[src/hdl/apu_pkg.sv]
// Shared types, codes and constants of the Adam parameter update block.
// The other design files, apart from apu_ram and apu_sqrt, use this package through scoped names.
`default_nettype none

package apu_pkg;

	// Size of the parameter table.
	localparam int NUM_PARAMS = 256;
	localparam int ADDR_W = (NUM_PARAMS > 1) ? $clog2(NUM_PARAMS) : 1;

	// Operation codes of an input item.
	localparam logic [1:0] FUNC_LOAD   = 2'd0;
	localparam logic [1:0] FUNC_UPDATE = 2'd1;
	localparam logic [1:0] FUNC_READ   = 2'd2;

	// Status codes of a result item.
	localparam logic [1:0] STAT_OK      = 2'd0;
	localparam logic [1:0] STAT_REFUSED = 2'd1;
	localparam logic [1:0] STAT_SAT     = 2'd2;

	// Register indexes on the configuration port (byte address / 4).
	localparam logic [2:0] REG_LR    = 3'd0;
	localparam logic [2:0] REG_BETA1 = 3'd1;
	localparam logic [2:0] REG_BETA2 = 3'd2;
	localparam logic [2:0] REG_EPS   = 3'd3;
	localparam logic [2:0] REG_LIMIT = 3'd4;

	// Fixed-point constants.
	localparam logic [32:0] ONE_Q32   = 33'h1_0000_0000;
	localparam logic [48:0] RATIO_CAP = 49'h1_0000_0000_0000;

	// Input and result items.
	typedef struct packed {
		logic [1:0]         func;
		logic [7:0]         entry_index;
		logic signed [31:0] operand;
		logic               step_end;
	} cmd_t;

	typedef struct packed {
		logic [7:0]         result_index;
		logic signed [31:0] param_value;
		logic [19:0]        step_number;
		logic [1:0]         status;
	} res_t;

	// Classified operation, as queued between front and back.
	typedef enum logic [1:0] {
		KIND_LOAD,
		KIND_UPDATE,
		KIND_READ,
		KIND_NONE
	} kind_t;

	typedef struct packed {
		kind_t              kind;
		logic [7:0]         idx;
		logic signed [31:0] operand;
		logic               step_end;
	} op_t;

	typedef struct packed {
		logic valid;
		op_t  op;
	} queue_head_t;

	// Configuration register values.
	typedef struct packed {
		logic [15:0] lr;
		logic [15:0] beta1;
		logic [15:0] beta2;
		logic [15:0] eps;
		logic [19:0] limit;
	} cfg_t;

	// Divider request: dividend is {hi, lo}, hi must stay below divisor to avoid saturation.
	typedef struct packed {
		logic [31:0] hi;
		logic [63:0] lo;
		logic [33:0] divisor;
	} div_req_t;

	typedef struct packed {
		logic        done;
		logic        sat;
		logic [63:0] quot;
	} div_rsp_t;

	// Sequencer states of the back part.
	typedef enum logic [3:0] {
		ST_IDLE,
		ST_FETCH,
		ST_MOM,
		ST_VDIV,
		ST_ROOT,
		ST_MDIV,
		ST_RDIV,
		ST_STEP,
		ST_WB
	} state_t;

endpackage

`default_nettype wire

[src/hdl/apu_front.sv]
// Front part: accepts input items, classifies them and holds them in a two-entry queue.
// Depends on apu_pkg.
`default_nettype none

module apu_front (
	input  wire logic                 clk,
	input  wire logic                 arst_n,
	input  wire logic                 cmd_valid,
	output logic                      cmd_stall,
	input  wire apu_pkg::cmd_t        cmd,
	output apu_pkg::queue_head_t      head,
	input  wire logic                 pop
);

	apu_pkg::op_t slot_q [2];
	logic         wr_ptr_q;
	logic         rd_ptr_q;
	logic [1:0]   count_q;
	apu_pkg::op_t op_new;
	logic         push;

	// Classify the incoming item; an unused code acts as a read.
	always_comb begin
		op_new.idx      = cmd.entry_index;
		op_new.operand  = cmd.operand;
		op_new.step_end = cmd.step_end;
		unique case (cmd.func)
			apu_pkg::FUNC_LOAD:   op_new.kind = apu_pkg::KIND_LOAD;
			apu_pkg::FUNC_UPDATE: op_new.kind = apu_pkg::KIND_UPDATE;
			default:              op_new.kind = apu_pkg::KIND_READ;
		endcase
		if (32'(cmd.entry_index) >= apu_pkg::NUM_PARAMS) begin
			op_new.kind = apu_pkg::KIND_NONE;
		end
	end

	assign cmd_stall  = (count_q == 2'd2);
	assign push       = cmd_valid && !cmd_stall;
	assign head.valid = (count_q != 2'd0);
	assign head.op    = slot_q[rd_ptr_q];

	// Queue storage.
	always_ff @(posedge clk) begin
		if (push) begin
			slot_q[wr_ptr_q] <= op_new;
		end
	end

	// Queue pointers and fill count.
	always_ff @(posedge clk or negedge arst_n) begin
		if (!arst_n) begin
			wr_ptr_q <= 1'b0;
			rd_ptr_q <= 1'b0;
			count_q  <= 2'd0;
		end else begin
			if (push) begin
				wr_ptr_q <= !wr_ptr_q;
			end
			if (pop) begin
				rd_ptr_q <= !rd_ptr_q;
			end
			case ({push, pop})
				2'b10:   count_q <= count_q + 2'd1;
				2'b01:   count_q <= count_q - 2'd1;
				default: count_q <= count_q;
			endcase
		end
	end

endmodule

`default_nettype wire

[config.mk]
export PLATFORM = sky130hd
export DESIGN_NAME = apu_front
export DESIGN_NICKNAME = d
export VERILOG_FILES = /design/src/hdl/apu_pkg.sv /design/src/hdl/apu_front.sv
export SDC_FILE = /design/constraint.sdc
export NUM_CORES = 1
export LEC_CHECK = 0
export BUFFER_PORTS_ARGS = -buffer_cell sky130_fd_sc_hd__buf_2
export CORE_MARGIN = 3
export CORE_UTILIZATION = 45
export DETAILED_ROUTE_END_ITERATION = 10
export HOLD_SLACK_MARGIN = 0.05
export PLACE_DENSITY = 0.7
export SETUP_SLACK_MARGIN = 0.02
export SLEW_MARGIN = 0
export SYNTH_ARGS = -nofsm -noshare
export SYNTH_HDL_FRONTEND = slang
export SYNTH_SLANG_ARGS = --single-unit
[constraint.sdc]
create_clock -name clk -period 5.5 [get_ports clk]
set_input_delay 0.55 -clock clk [delete_from_list [all_inputs] [get_ports clk]]
set_output_delay 0.55 -clock clk [all_outputs]
set_load 0.02 [all_outputs]
==> impl_metrics.ini <==
[placement]
portBuffers = 91
dp_hpwl_um = 3470
post_dp_cell_area_sq_mm = 0.00401
gpl.final_weighted_congestion = 0.624

[cts]
clockBufferDepth = 2
clock_latency_ps = 340
clockRootBuffer = clkbuf_8
cts_tree = yes
cts.clk_slew.worst_paths_ps = 80
cts_made_buffers = 9
cts.sinks = 90
htreeDepth = 3
post_cts_resized = 0

[floorplan]
core_sq_mm = 0.00741
die_area_sq_mm = 0.00888
start_util_pct = 47.3
io_pins = 92
rows = 31
fp.dieH_um = 94.3
die_w_um = 94.3

[setup_path]
ff2ff_path_depth = 4
cp_slowest_cell = dfrtp_2
cpPeakStageDelay_ps = 800
cp_max_fo = 23
cp.arrival_ps = 2200
path_class = reg2out
path_cells = buf_4 > mux2_2 > buf_2
endpoint_kind = output pin
required_ps = 4950
startpoint_type = flop

[sta]
timing.hold.ws_ps = 395
drv_slew = 0
grt_setup_unrepaired = false
max_slew_margin_pct = 31.3
fmax_mhz = 363
setup_viol = 0
fin_crit_sh_pct = 50.1
finalClockSkew_ps = 6.31
timing_hold_violations_final = 0
setup_tns_ps = 0
fin_crit_ps = 2750
worst_pin_slew_ps = 1030

[grt]
grt_max_degree = 44
antenna_found_initial = 0
grt_pass1_wl_um = 8470
grt_overflow = 0
grt_pass1_vias = 1728
grt_use_total_pct = 12.8

[min_path]
holdPathStages = 1
worstHoldPathType = in2reg

[logic_synthesis]
ys_warn_count = 0
yosysSeqAreaShare_pct = 76.5
synth_seq_cells = 90
ys_types = 17
syn_inst = 153
syn_area_sq_mm = 0.00350
avgSynthCellArea_sq_um = 22.9
syn-num-nets = 201

[cells_and_area]
antennaDiodeCount = 0
final_nets = 300
final_common_cell = buf_2
syn_to_final_growth_pct = 19.9
fin_area_sq_mm = 0.00420
final_cell_mix = 91 x buf_2, 86 x edfxtp_1, 39 x mux2_4
drive_gt1_share_pct = 58.8

[power_and_ir_drop]
p_per_area_mw_per_mm2 = 533
ir_drop_mv = 0.322
power_w = 0.00224
p_leak_nw = 1.69

[routing]
detail_route.first_pass.iterations = 4
wl_um = 5350
drt_iter0_markers = 45
ant_nets = 0
post_drt_via_cell_ratio = 4.63
drc = 0
vias = 1649
wl_per_cell_um = 15.0

[outcome]
run_status = complete, no violations

[run]
maxCapViolations = 0
[per-layer routing]
| metal | part of all wire (%) | GRT usage (%) |
|---|---|---|
| met3 | 7.5 | 5.05 |
| met2 | 51 | 20.3 |
| met5 | 0 | 0 |
| met1 | 41 | 16.0 |
| met4 | 0.97 | 4.33 |
[stage by stage]
stage	worst slack, ps	util, %	std cells
after floorplan	2600	-	153
after global placement	3050	54.2	339
after detailed placement	3060	54.2	339
after CTS	2680	56.7	356
after global routing	2610	56.7	356
final	2750	56.7	356
[logic make-up after synthesis]
family        share of synthesized area [%]
fa+ha+maj                             0.357
buf+inv                                2.82
flops                                  76.5
xor+xnor                               1.25
mux                                    18.0
simple gates                           1.04
[state kept, by name, indices dropped and copies added (netlist names)]
name / count
rd_ptr_q: 1
count_q: 2
wr_ptr_q: 1
slot_q: 86
[repair_timing]
action | in CTS | in global routing
buffers inserted | 0 | 0
hold buffers | 1 | 0
endpoints found under the hold margin | 4 | 0
endpoints found under the setup margin | 0 | 0
[worst paths after layout]
path / start / end / slack [ps]
worst min-delay path: cmd[26] / slot_q[1][26] / 400
worst max-delay path: rd_ptr_q / head[35] / 2750
worst min register to register: count_q[1] / count_q[1] / 500
worst max register to register: count_q[0] / slot_q[0][38] / 3560
max in group asynchronous: arst_n / rd_ptr_q / 4800
min in group asynchronous: arst_n / count_q[0] / 570
[synthesized netlist by cell type]
library cell   n  area [sq um]
nand2b_1       1          6.26
buf_12         4          80.1
nor2_1         2          7.51
or2_2          1          6.26
edfxtp_1      86          2580
mux2_2         4          45.0
nand2_1        1          3.75
and3_1         1          6.26
clkbuf_1       1          3.75
ha_1           1          12.5
buf_6          1          11.3
nor2b_1        1          6.26
xnor2_1        3          26.3
mux2_4        39           586
xor2_1         2          17.5
dfrtp_1        4           100
inv_1          1          3.75
[worst max-delay path, delay by kind of cell, from the launching register on]
family,cells,cell delay (ps)
DFF,1,800
muxes,1,390
buffers and inverters,2,650
[where the power goes]
part           switching (W)  total, W  internal (W)
Sequential         0.0000857   0.00103      0.000940
Clock               0.000201  0.000409      0.000207
Combinational       0.000433  0.000805      0.000372
[layout make-up]
class                   instances  area, sq um
fillers                       598         3210
clock inverters                 4         42.5
clock buffers                  12          135
repair buffers                 94          480
flip-flops and latches         90         2680
multi-input cells              56          732
inverters                       1         3.75
well taps                      99          124
Note: power is estimated with default switching activity, not from simulation.
